File: config.mk
export PLATFORM = sky130hd
export DESIGN_NAME = accessed_bit_page_set_sweeper_flat
export DESIGN_NICKNAME = d
export VERILOG_FILES = /design/src/hw/rtl/abps_pkg.sv /design/src/hw/rtl/abps_req_if.sv /design/src/hw/rtl/abps_rsp_if.sv /design/src/hw/rtl/abps_cell.sv /design/src/hw/rtl/accessed_bit_page_set_sweeper.sv /design/src/flat_wrapper.sv
export SDC_FILE = /design/constraint.sdc
export NUM_CORES = 2
export LEC_CHECK = 0
export BUFFER_PORTS_ARGS = -buffer_cell sky130_fd_sc_hd__buf_2
export CAP_MARGIN = 20
export CORE_MARGIN = 2
export CORE_UTILIZATION = 35
export DETAILED_ROUTE_END_ITERATION = 10
export PLACE_DENSITY_LB_ADDON = 0.2
export RECOVER_POWER = 100
export REMOVE_ABC_BUFFERS = 1
export SETUP_SLACK_MARGIN = 0.5
export SLEW_MARGIN = 20
export SYNTH_ARGS = -nofsm -noshare
export SYNTH_HDL_FRONTEND = slang
export SYNTH_SLANG_ARGS = --single-unit
File: constraint.sdc
create_clock -name clk -period 19 [get_ports clk]
set_clock_uncertainty 0.15 [all_clocks]
set_input_delay 2.85 -clock clk [delete_from_list [all_inputs] [get_ports clk]]
set_output_delay 2.85 -clock clk [all_outputs]
set_load 0.01 [all_outputs]
File: src/hw/rtl/abps_pkg.sv
// ----------------------------------------------------------------------------
// Accessed-bit page-set sweeper package
// Shared sizes, request and result codes, and the types passed between the
// controller and the row of slot cells.
// ----------------------------------------------------------------------------
package abps_pkg;

  // Table size and derived widths.
  localparam int TABLE_DEPTH = 32;
  localparam int IDX_BITS    = $clog2(TABLE_DEPTH);
  localparam int CNT_BITS    = $clog2(TABLE_DEPTH + 1);

  // Field widths of the items on the channels.
  localparam int PAGE_W  = 52;
  localparam int TAG_W   = 16;
  localparam int COUNT_W = 7;
  localparam int KIND_W  = 4;
  localparam int REQ_W   = 2;

  // Request codes.
  typedef enum logic [REQ_W-1:0] {
    REQ_ADD    = 2'd0,
    REQ_DELETE = 2'd1,
    REQ_ACCESS = 2'd2,
    REQ_SWEEP  = 2'd3
  } req_e;

  // Result codes.
  typedef enum logic [KIND_W-1:0] {
    RK_ADDED    = 4'd0,
    RK_PRESENT  = 4'd1,
    RK_FULL     = 4'd2,
    RK_DELETED  = 4'd3,
    RK_DEL_MISS = 4'd4,
    RK_MARKED   = 4'd5,
    RK_ACC_MISS = 4'd6,
    RK_SAVE     = 4'd7,
    RK_DISCARD  = 4'd8
  } kind_e;

  // Commands broadcast to every cell in the row.
  typedef enum logic [2:0] {
    CELL_NOP   = 3'd0,
    CELL_CMP   = 3'd1,
    CELL_WRITE = 3'd2,
    CELL_CLEAR = 3'd3,
    CELL_MARK  = 3'd4,
    CELL_SHIFT = 3'd5
  } cell_op_e;

  // One tracked slot.
  typedef struct packed {
    logic              valid;
    logic              accessed;
    logic [PAGE_W-1:0] page;
    logic [TAG_W-1:0]  tag;
  } entry_t;

  // Broadcast command with its key.
  typedef struct packed {
    cell_op_e          op;
    logic [PAGE_W-1:0] page;
    logic [TAG_W-1:0]  tag;
  } cell_cmd_t;

endpackage

File: src/hw/rtl/abps_req_if.sv
// ----------------------------------------------------------------------------
// Request channel
// Valid/ready channel carrying one request item to the sweeper.
// ----------------------------------------------------------------------------
interface abps_req_if;
  logic        valid;
  logic        ready;
  logic [1:0]  req_type;
  logic [51:0] page_number;
  logic [15:0] page_tag;

  modport source (output valid, output req_type, output page_number, output page_tag,
                  input ready);
  modport sink (input valid, input req_type, input page_number, input page_tag,
                output ready);
endinterface

File: src/hw/rtl/abps_rsp_if.sv
// ----------------------------------------------------------------------------
// Result channel
// Valid/ready channel carrying one result item from the sweeper.
// ----------------------------------------------------------------------------
interface abps_rsp_if;
  logic        valid;
  logic        ready;
  logic [3:0]  result_kind;
  logic [51:0] result_page;
  logic [15:0] result_tag;
  logic [6:0]  entry_count;
  logic        sweep_empty;
  logic        last_result;

  modport source (output valid, output result_kind, output result_page,
                  output result_tag, output entry_count, output sweep_empty,
                  output last_result, input ready);
  modport sink (input valid, input result_kind, input result_page,
                input result_tag, input entry_count, input sweep_empty,
                input last_result, output ready);
endinterface

File: src/hw/rtl/abps_cell.sv
// ----------------------------------------------------------------------------
// Slot cell
// Holds one table slot. Compares its page against the broadcast key, applies
// selected updates, and takes its right neighbor's slot on a ring shift.
// ----------------------------------------------------------------------------
module abps_cell (
  input  logic                clk,
  input  logic                rst,
  input  abps_pkg::cell_cmd_t cmd,
  input  logic                sel,
  input  abps_pkg::entry_t    shift_in,
  output abps_pkg::entry_t    entry,
  output logic                hit
);
  import abps_pkg::*;

  logic              valid;
  logic              accessed;
  logic [PAGE_W-1:0] page;
  logic [TAG_W-1:0]  tag;

  // Slot state and the registered match flag.
  always_ff @(posedge clk) begin
    if (rst) begin
      valid    <= 1'b0;
      accessed <= 1'b0;
      hit      <= 1'b0;
    end else begin
      unique case (cmd.op)
        CELL_CMP: begin
          hit <= valid && (page == cmd.page);
        end
        CELL_WRITE: begin
          if (sel) begin
            valid    <= 1'b1;
            accessed <= 1'b0;
            page     <= cmd.page;
            tag      <= cmd.tag;
          end
        end
        CELL_CLEAR: begin
          if (sel) begin
            valid    <= 1'b0;
            accessed <= 1'b0;
          end
        end
        CELL_MARK: begin
          if (sel) begin
            accessed <= 1'b1;
          end
        end
        CELL_SHIFT: begin
          valid    <= shift_in.valid;
          accessed <= shift_in.accessed;
          page     <= shift_in.page;
          tag      <= shift_in.tag;
        end
        default: begin
        end
      endcase
    end
  end

  assign entry = '{valid: valid, accessed: accessed, page: page, tag: tag};

endmodule

File: src/hw/rtl/accessed_bit_page_set_sweeper.sv
// ----------------------------------------------------------------------------
// Accessed-bit page-set sweeper
// Tracks a fixed set of pages with an accessed bit each and sweeps them.
// ----------------------------------------------------------------------------
// The table is a ring of TABLE_DEPTH slot cells. An add, delete or access item
// goes from acceptance to its result in order: it is latched, every cell
// compares its page against the key into its registered hit flag, and then
// the matching or lowest free slot is updated as the result register loads.
// A sweep rotates the whole ring once through slot 0, one slot per cycle
// while the output register is free, and emits one result for each tracked
// page as it passes the head; an empty table gives one marker item. Items
// are taken one at a time, a new one is accepted while the last result still
// waits in the output register, and any cycle in which that register is held
// stalls the work in progress. Reset empties the table with no clearing pass.
module accessed_bit_page_set_sweeper (
  input  logic       clk,
  input  logic       rst,
  abps_req_if.sink   req,
  abps_rsp_if.source rsp
);
  import abps_pkg::*;

  typedef enum logic [3:0] {
    S_IDLE  = 4'b0001,
    S_CMP   = 4'b0010,
    S_EXEC  = 4'b0100,
    S_SWEEP = 4'b1000
  } state_t;

  state_t              state, state_next;
  req_e                op;
  logic [PAGE_W-1:0]   key_page;
  logic [TAG_W-1:0]    key_tag;
  logic [CNT_BITS-1:0] count, count_next;
  logic [CNT_BITS-1:0] remain, remain_next;
  logic [IDX_BITS-1:0] step, step_next;

  // Output register.
  logic                out_valid;
  kind_e               out_kind, out_kind_next;
  logic [PAGE_W-1:0]   out_page, out_page_next;
  logic [TAG_W-1:0]    out_tag, out_tag_next;
  logic                out_empty, out_empty_next;
  logic                out_last, out_last_next;
  logic [CNT_BITS-1:0] out_count;
  logic                out_load;
  logic                out_free;

  // Cell row.
  cell_cmd_t               cmd;
  logic [TABLE_DEPTH-1:0]  sel;
  logic [TABLE_DEPTH-1:0]  hit_vec;
  logic [TABLE_DEPTH-1:0]  free_vec;
  logic [TABLE_DEPTH-1:0]  low_free;
  entry_t                  cell_entry [TABLE_DEPTH];
  entry_t                  shift_in [TABLE_DEPTH];
  entry_t                  head;
  entry_t                  wrap;
  logic                    any_hit;
  logic                    any_free;
  logic [TAG_W-1:0]        hit_tag;
  logic                    accept;

  assign accept    = req.valid && req.ready;
  assign req.ready = (state == S_IDLE);
  assign out_free  = !out_valid || rsp.ready;

  // The row of cells, linked as a ring toward slot 0.
  for (genvar i = 0; i < TABLE_DEPTH; i++) begin : g_cell
    abps_cell u_cell (
      .clk      (clk),
      .rst      (rst),
      .cmd      (cmd),
      .sel      (sel[i]),
      .shift_in (shift_in[i]),
      .entry    (cell_entry[i]),
      .hit      (hit_vec[i])
    );
    assign free_vec[i] = !cell_entry[i].valid;
    if (i == TABLE_DEPTH - 1) begin : g_wrap
      assign shift_in[i] = wrap;
    end else begin : g_link
      assign shift_in[i] = cell_entry[i+1];
    end
  end

  // The head slot leaves the sweep with its accessed bit cleared, or removed.
  assign head = cell_entry[0];
  always_comb begin
    wrap = head;
    if (head.valid) begin
      if (head.accessed) begin
        wrap.accessed = 1'b0;
      end else begin
        wrap.valid = 1'b0;
      end
    end
  end

  // Match summary, stored tag of the match and lowest free slot.
  assign any_hit  = |hit_vec;
  assign any_free = |free_vec;
  assign low_free = free_vec & (~free_vec + TABLE_DEPTH'(1));
  always_comb begin
    hit_tag = '0;
    for (int i = 0; i < TABLE_DEPTH; i++) begin
      hit_tag = hit_tag | (cell_entry[i].tag & {TAG_W{hit_vec[i]}});
    end
  end

  // Sequencer: picks the cell command and forms the next result.
  always_comb begin
    state_next     = state;
    count_next     = count;
    remain_next    = remain;
    step_next      = step;
    cmd            = '{op: CELL_NOP, page: key_page, tag: key_tag};
    sel            = '0;
    out_load       = 1'b0;
    out_kind_next  = RK_ADDED;
    out_page_next  = key_page;
    out_tag_next   = '0;
    out_empty_next = 1'b0;
    out_last_next  = 1'b1;
    unique case (state)
      S_IDLE: begin
        if (accept) begin
          if (req_e'(req.req_type) == REQ_SWEEP) begin
            state_next  = S_SWEEP;
            step_next   = '0;
            remain_next = count;
          end else begin
            state_next = S_CMP;
          end
        end
      end
      S_CMP: begin
        cmd.op     = CELL_CMP;
        state_next = S_EXEC;
      end
      S_EXEC: begin
        if (out_free) begin
          out_load   = 1'b1;
          state_next = S_IDLE;
          unique case (op)
            REQ_ADD: begin
              if (any_hit) begin
                out_kind_next = RK_PRESENT;
                out_tag_next  = hit_tag;
              end else if (!any_free) begin
                out_kind_next = RK_FULL;
              end else begin
                cmd.op        = CELL_WRITE;
                sel           = low_free;
                count_next    = count + CNT_BITS'(1);
                out_kind_next = RK_ADDED;
                out_tag_next  = key_tag;
              end
            end
            REQ_DELETE: begin
              if (any_hit) begin
                cmd.op        = CELL_CLEAR;
                sel           = hit_vec;
                count_next    = count - CNT_BITS'(1);
                out_kind_next = RK_DELETED;
                out_tag_next  = hit_tag;
              end else begin
                out_kind_next = RK_DEL_MISS;
              end
            end
            default: begin
              if (any_hit) begin
                cmd.op        = CELL_MARK;
                sel           = hit_vec;
                out_kind_next = RK_MARKED;
                out_tag_next  = hit_tag;
              end else begin
                out_kind_next = RK_ACC_MISS;
              end
            end
          endcase
        end
      end
      S_SWEEP: begin
        if (out_free) begin
          if (step == '0 && remain == '0) begin
            // A sweep of an empty table gives a single marker item.
            out_load       = 1'b1;
            out_kind_next  = RK_ADDED;
            out_page_next  = '0;
            out_empty_next = 1'b1;
            state_next     = S_IDLE;
          end else begin
            cmd.op = CELL_SHIFT;
            if (head.valid) begin
              out_load      = 1'b1;
              out_page_next = head.page;
              out_tag_next  = head.tag;
              out_last_next = (remain == CNT_BITS'(1));
              remain_next   = remain - CNT_BITS'(1);
              if (head.accessed) begin
                out_kind_next = RK_SAVE;
              end else begin
                out_kind_next = RK_DISCARD;
                count_next    = count - CNT_BITS'(1);
              end
            end
            if (step == IDX_BITS'(TABLE_DEPTH - 1)) begin
              state_next = S_IDLE;
            end else begin
              step_next = step + IDX_BITS'(1);
            end
          end
        end
      end
      default: begin
        state_next = S_IDLE;
      end
    endcase
  end

  // Control registers.
  always_ff @(posedge clk) begin
    if (rst) begin
      state     <= S_IDLE;
      count     <= '0;
      remain    <= '0;
      step      <= '0;
      out_valid <= 1'b0;
    end else begin
      state  <= state_next;
      count  <= count_next;
      remain <= remain_next;
      step   <= step_next;
      if (out_load) begin
        out_valid <= 1'b1;
      end else if (rsp.ready) begin
        out_valid <= 1'b0;
      end
    end
  end

  // Request key and result payload.
  always_ff @(posedge clk) begin
    if (accept) begin
      op       <= req_e'(req.req_type);
      key_page <= req.page_number;
      key_tag  <= req.page_tag;
    end
    if (out_load) begin
      out_kind  <= out_kind_next;
      out_page  <= out_page_next;
      out_tag   <= out_tag_next;
      out_empty <= out_empty_next;
      out_last  <= out_last_next;
    end
  end

  // The count shown is the one after the result, so it follows the register.
  always_ff @(posedge clk) begin
    if (out_load) begin
      out_count <= count_next;
    end
  end

  assign rsp.valid       = out_valid;
  assign rsp.result_kind = out_kind;
  assign rsp.result_page = out_page;
  assign rsp.result_tag  = out_tag;
  assign rsp.entry_count = COUNT_W'(out_count);
  assign rsp.sweep_empty = out_empty;
  assign rsp.last_result = out_last;

endmodule

File: src/flat_wrapper.sv
// flat-port wrapper written by rule: the top's interface ports become plain ports
module accessed_bit_page_set_sweeper_flat import abps_pkg::*;
  (clk, rst, req_valid, req_req_type, req_page_number, req_page_tag, req_ready, rsp_valid, rsp_result_kind, rsp_result_page, rsp_result_tag, rsp_entry_count, rsp_sweep_empty, rsp_last_result, rsp_ready);
  abps_req_if req_i ();
  abps_rsp_if rsp_i ();
  input  logic clk;
  input  logic rst;
  input wire logic [$bits(req_i.valid)-1:0] req_valid;
  input wire logic [$bits(req_i.req_type)-1:0] req_req_type;
  input wire logic [$bits(req_i.page_number)-1:0] req_page_number;
  input wire logic [$bits(req_i.page_tag)-1:0] req_page_tag;
  output wire logic [$bits(req_i.ready)-1:0] req_ready;
  output wire logic [$bits(rsp_i.valid)-1:0] rsp_valid;
  output wire logic [$bits(rsp_i.result_kind)-1:0] rsp_result_kind;
  output wire logic [$bits(rsp_i.result_page)-1:0] rsp_result_page;
  output wire logic [$bits(rsp_i.result_tag)-1:0] rsp_result_tag;
  output wire logic [$bits(rsp_i.entry_count)-1:0] rsp_entry_count;
  output wire logic [$bits(rsp_i.sweep_empty)-1:0] rsp_sweep_empty;
  output wire logic [$bits(rsp_i.last_result)-1:0] rsp_last_result;
  input wire logic [$bits(rsp_i.ready)-1:0] rsp_ready;
  assign req_i.valid = req_valid;
  assign req_i.req_type = req_req_type;
  assign req_i.page_number = req_page_number;
  assign req_i.page_tag = req_page_tag;
  assign req_ready = req_i.ready;
  assign rsp_valid = rsp_i.valid;
  assign rsp_result_kind = rsp_i.result_kind;
  assign rsp_result_page = rsp_i.result_page;
  assign rsp_result_tag = rsp_i.result_tag;
  assign rsp_entry_count = rsp_i.entry_count;
  assign rsp_sweep_empty = rsp_i.sweep_empty;
  assign rsp_last_result = rsp_i.last_result;
  assign rsp_i.ready = rsp_ready;
  accessed_bit_page_set_sweeper u_core (.clk(clk), .rst(rst), .req(req_i), .rsp(rsp_i));
endmodule
Word-level counts from Yosys, hierarchy flattened
Index checks and enable logic that the tools add are counted.
Widths: inputs -> output; s select.
{"block": "classes", "n_addsub": 5, "eq_ne": 181, "mux": 334, "bitwise_logic": 69, "n_reduce_logical": 180}
{"cell": "$pmux 52 s2", "count": 32}
{"cell": "$mux 52", "count": 36}
{"cell": "$eq 52x52->1", "count": 32}
{"cell": "$pmux 16 s2", "count": 33}
{"cell": "$mux 16", "count": 40}
{"cell": "$and 16x16->16", "count": 32}
{"cell": "$or 16x16->16", "count": 31}
{"cell": "$reduce_and 3->1", "count": 96}
{"cell": "$ne 2x1->1 const B", "count": 130}
{"cell": "$mux 32", "count": 6}
{"cell": "$pmux 1 s3", "count": 64}
{"cell": "$mux 6", "count": 13}
{"cell": "$mux 1", "count": 72}
{"cell": "$reduce_or 32->1", "count": 2}
{"cell": "$mux 4", "count": 12}
{"cell": "$pmux 6 s2", "count": 3}
{"cell": "$logic_and 1x1->1", "count": 34}
{"cell": "$logic_not 1->1", "count": 33}
{"cell": "$add 32x1->32 const B", "count": 1}
{"cell": "$and 32x32->32", "count": 1}
{"cell": "$not 32->32", "count": 1}
{"cell": "$mux 5", "count": 5}
{"cell": "$mux 3", "count": 6}
{"cell": "$pmux 4 s2", "count": 2}
{"cell": "other kinds (34)", "count": 52}
{"block": "word_totals", "register_bits": 2444, "input_bits": 74, "output_inout_bits": 83}

Logic depth before layout (Yosys ltp)
{"block": "depth", "word_depth": 36, "depth_mapped": 11, "ltp_nobuf": 8}

Cells and area by module
From an unflattened synthesis, not the netlist that was laid out.
{"block": "hier_totals", "hier_cells": 8829, "hier_area_um2": 127458.5}
{"module": "abps_cell (u_core.g_cell[23].u_cell ...)", "n_inst": 17, "cells_per_inst": 247, "area_per_inst_um2": 3699.8}
{"module": "abps_cell (u_core.g_cell[0].u_cell ...)", "n_inst": 15, "cells_per_inst": 241, "area_per_inst_um2": 3606.0}
{"module": "accessed_bit_page_set_sweeper", "n_inst": 1, "cells_per_inst": 1015, "area_per_inst_um2": 10472.5}

Worst setup path before layout
Ideal clock, no wire load.
{"block": "synth_path", "path_type": "input port to flip-flop", "from": "input port rsp_ready", "to": "register u_core.g_cell[14].u_cell.page[0] (enable)", "setup_time_ns": 0.517, "arrival_ns": 7.462, "required_time_ns": 18.333, "slack_ns": 10.871, "stages": 9, "path_cell_list": "nor2b_1 -> clkbuf_1 -> nor3_1 -> and3_1 -> buf_6 -> buf_6 -> o21ai_1 -> buf_2 -> a21oi_1"}
{"block": "synth_via", "elab_chain_cells": 6, "word_cells_on_any_way": 11, "cone_classes": "eq/ne: 3; mux: 5; reduce/logical: 3"}
{"item": "from (decl)", "line": "flat_wrapper.sv:20", "rtl": "input wire logic [$bits(rsp_i.ready)-1:0] rsp_ready;"}
{"item": "$logic_or 1x1->1 *", "line": "accessed_bit_page_set_sweeper.sv:66", "rtl": "assign out_free = !out_valid || rsp.ready;"}
{"item": "$mux 3, on equally long branches", "line": "accessed_bit_page_set_sweeper.sv:185, accessed_bit_page_set_sweeper.sv:142"}
{"item": "$pmux 3 s3", "line": "accessed_bit_page_set_sweeper.sv:125", "rtl": "unique case (state)"}
{"item": "$eq 3x2->1 or $eq 3x3->1 (tied branches)", "line": "abps_cell.sv:29", "rtl": "unique case (cmd.op)"}
{"item": "$ne 2x1->1 (no line) or $reduce_bool 2->1 (tied branches)"}
{"item": "$reduce_and 3->1 (no line) *"}
{"item": "to (signal assigned)", "line": "abps_cell.sv:37", "rtl": "page <= cmd.page;"}
{"item": "to (signal assigned)", "line": "abps_cell.sv:55", "rtl": "page <= shift_in.page;"}
{"item": "to (decl)", "line": "abps_cell.sv:19", "rtl": "logic [PAGE_W-1:0] page;"}
Every way passes the cells marked *; elsewhere a longest branch is shown, timed or not.
A chain may end at the register's enable or synchronous reset.

Worst setup path after layout
{"block": "layout_path", "from": "input port rsp_ready", "to": "register u_core.g_cell[13].u_cell.page[26], data pin"}
{"block": "layout_via", "elab_chain_cells": 5, "word_cells_on_any_way": 7, "cone_classes": "eq/ne: 2; mux: 4; reduce/logical: 1"}
{"item": "$logic_or 1x1->1 *", "line": "accessed_bit_page_set_sweeper.sv:66"}
{"item": "$mux 3, on equally long branches", "line": "accessed_bit_page_set_sweeper.sv:185, accessed_bit_page_set_sweeper.sv:142"}
{"item": "$pmux 3 s3 *", "line": "accessed_bit_page_set_sweeper.sv:125"}
{"item": "$eq 3x3->1 or $eq 3x2->1 (tied branches)", "line": "abps_cell.sv:29"}
{"item": "$pmux 52 s2 *", "line": "abps_cell.sv:29"}
{"item": "to (signal assigned)", "line": "abps_cell.sv:37"}
{"item": "to (signal assigned)", "line": "abps_cell.sv:55"}
{"item": "to (decl)", "line": "abps_cell.sv:19"}
Marks and branches as above.

==> reports/qor.yml <==
status: "finished with violations"
violations: "max-capacitance violations, max-slew violations"
dp_cells: 13026
totalNegativeSetupSlack_ns: 0
final_hold_viol_count: 0
grt_pass1_wl_um: 762000
hpwl_um: 377000
portBuffers: 155
drtPass1Iterations: 7
p_leak_nw: 51.2
cp.required_ns: 19.47
clock_latency_ns: 0.92
num_rows: 212
synth-seq-cells: 2444
r2r_setup_slack_ns: 6.64
slew_violations: 5789
globalplace.congestion: 0.968
criticalPathCategory: "input port to flip-flop"
fin_cells: 13535
die-area_mm2: 0.340
grt.total_usage: 0.328
crit_top_cell: "clkbuf_1"
synthFlopType: "edfxtp_1"
worst-path-max-fanout: 182
fin_crit_ns: 12.83
post_cts_resized: 0
yosysWarnings: 0
post_cts_buffers: 0
drive_above_1_share: 0.0777
fmax_ghz: 0.0779
synth-edff-count: 2326
placed_cell_area_mm2: 0.124
start_util: 0.352
seq_area_frac_synth: 0.615
fin_area_mm2: 0.132
setup_viol: 0
synthArstFlopShare: 0
drt_iter0_markers: 15924
arrival_ns: 13.30
post-route-period-util: 0.675
routedWlPerCell_um: 42.7
rsz0062_at_grt: "no"
cp-end-kind: "flip-flop"
post-route-drc-count: 0
finalPower_mw: 12.7
antenna_left: 0
core_area_mm2: 0.334
cts_buffers: 282
clkTransAtPathRegs_ns: 0.06
h-tree-depth: 5
ios: 157
hold_class: "flip-flop to flip-flop"
antenna_found_initial: 58
power_density_mw_per_mm2: 96.0
wl_met3_um: 75000
grt_max_degree: 264
mostFrequentLayoutCells: "edfxtp_1 (2,326), a21o_1 (2,179), xnor2_1 (749)"
max_cap_violations: 188
drt-total-wl_um: 577000
cts_buffer_depth: 4
grt_remaining_overflow: 0
cts_tree: "done"
die_h_um: 583
wl_met1_um: 216000
max_slew_margin: -2.27
synth_cells: 9000
fp.dieW_um: 583
peakVddDrop_mv: 0.0629
critPathMaxStageDelay_ns: 2.49
crit_chain: "clkbuf_1 > nand2b_1 > nand2_1 > nor2_1 > buf_12 > buf_12 > clkbuf_1 > nor2_1 > clkbuf_1 > a21o_1"
final_common_cell: "edfxtp_1"
clockRootBuffer: "clkbuf_16"
syn_to_final_growth_pct: 12.2
netlist_area_mm2: 0.117
wl_met2_um: 248000
nets: 9008
start_kind: "input port"
synth.distinct_cells: 74
tightest_slew_ns: 4.91
syn_area_per_cell_um2: 13.1
vias: 89397
cts.sinks: 2444
routed.top_layer: "met5"
first_global_vias: 84127
viasPerCell: 6.60
cp_slowest_cell: "clkbuf_1"
hold_buffers: 0
## critical path: cells and delay by family
family | cells | cell delay [ns]
and+or+nand+nor | 4 | 4.58
buffers and inverters | 5 | 5.06
AOI/OAI and AO/OA | 1 | 0.43
## synthesized netlist by cell type (all sizes together), types with 127 or more instances
library cell | number | share of area
buf | 140 | 0.0048
clkbuf | 703 | 0.022
a22oi | 145 | 0.0093
a21oi | 127 | 0.0054
nand4 | 304 | 0.016
xnor2 | 749 | 0.056
a21o | 2179 | 0.14
a221oi | 127 | 0.0095
edfxtp | 2326 | 0.59
nor2 | 161 | 0.0053
a22o | 156 | 0.012
nor4 | 248 | 0.013
xor2 | 593 | 0.044
## metal layers
layer / GRT usage / vias up
met3: 0.0958 / 1610
met1: 0.430 / 46305
li1: - / 34137
met5: 0 / -
met2: 0.491 / 7297
met4: 0.168 / 48
## sequential cells by signal, summed over array words and instances (netlist names), 6 cells and up
signal	cells
u_core.rsp.result_tag	16
u_core.key_tag	16
u_core.g_cell.u_cell.accessed	32
u_core.out_count	6
u_core.g_cell.u_cell.tag	512
u_core.count	6
u_core.remain	6
u_core.g_cell.u_cell.page	1664
u_core.rsp.result_page	52
u_core.key_page	52
u_core.g_cell.u_cell.hit	32
u_core.g_cell.u_cell.valid	32
## path summary, 6_finish.rpt
path / startpoint / cells past startpoint / to
worst max-delay path: rsp_ready / 10 / u_core.g_cell[13].u_cell.page[26]
worst min-delay path: u_core.g_cell[3].u_cell.accessed / 2 / u_core.g_cell[2].u_cell.accessed
worst min register to register: u_core.g_cell[3].u_cell.accessed / 2 / u_core.g_cell[2].u_cell.accessed
worst max register to register: u_core.g_cell[29].u_cell.hit / 10 / u_core.g_cell[15].u_cell.page[43]
## cell type report
type / count / area, µm²
Sequential cell: 2444 / 72200
Multi-Input combinational cell: 5579 / 41900
Timing Repair Buffer: 486 / 2790
Fill cell: 31718 / 202000
Inverter: 134 / 504
Clock inverter: 128 / 1190
Tap cell: 4387 / 5490
Antenna cell: 13 / 32.5
Clock buffer: 364 / 7730
## metrics by stage
stage | setup slack, ns | util | hold slack (ns)
2_1_floorplan | -82.96 | - | 0.281
3_3_place_gp | 10.88 | 0.371 | 0.309
3_5_place_dp | 10.84 | 0.372 | 0.310
4_1_cts | 11.76 | 0.398 | 0.331
5_1_grt | 5.96 | 0.395 | 0.353
6_report | 6.17 | 0.395 | 0.318
## report_power, final
group | switching (mW) | internal [mW]
Sequential | 0.0169 | 5.94
Clock | 2.36 | 3.13
Combinational | 0.819 | 0.395
## cells by family (layout without fill, tap and decap cells)
family                     Yosys count  in the layout  synth area share
xor gates and xnor gates          1342           1342             0.100
and+or+nand+nor                   1033           1033            0.0490
adders and majority gates            7              7          0.000745
AOI/OAI and AO/OA                 3184           3184             0.203
buffers and inverters              977           1112            0.0315
other                                1             14         0.0000319
muxes                               12             12           0.00103
DFF                               2444           2444             0.615
Note: power is estimated with default switching activity, not from simulation.
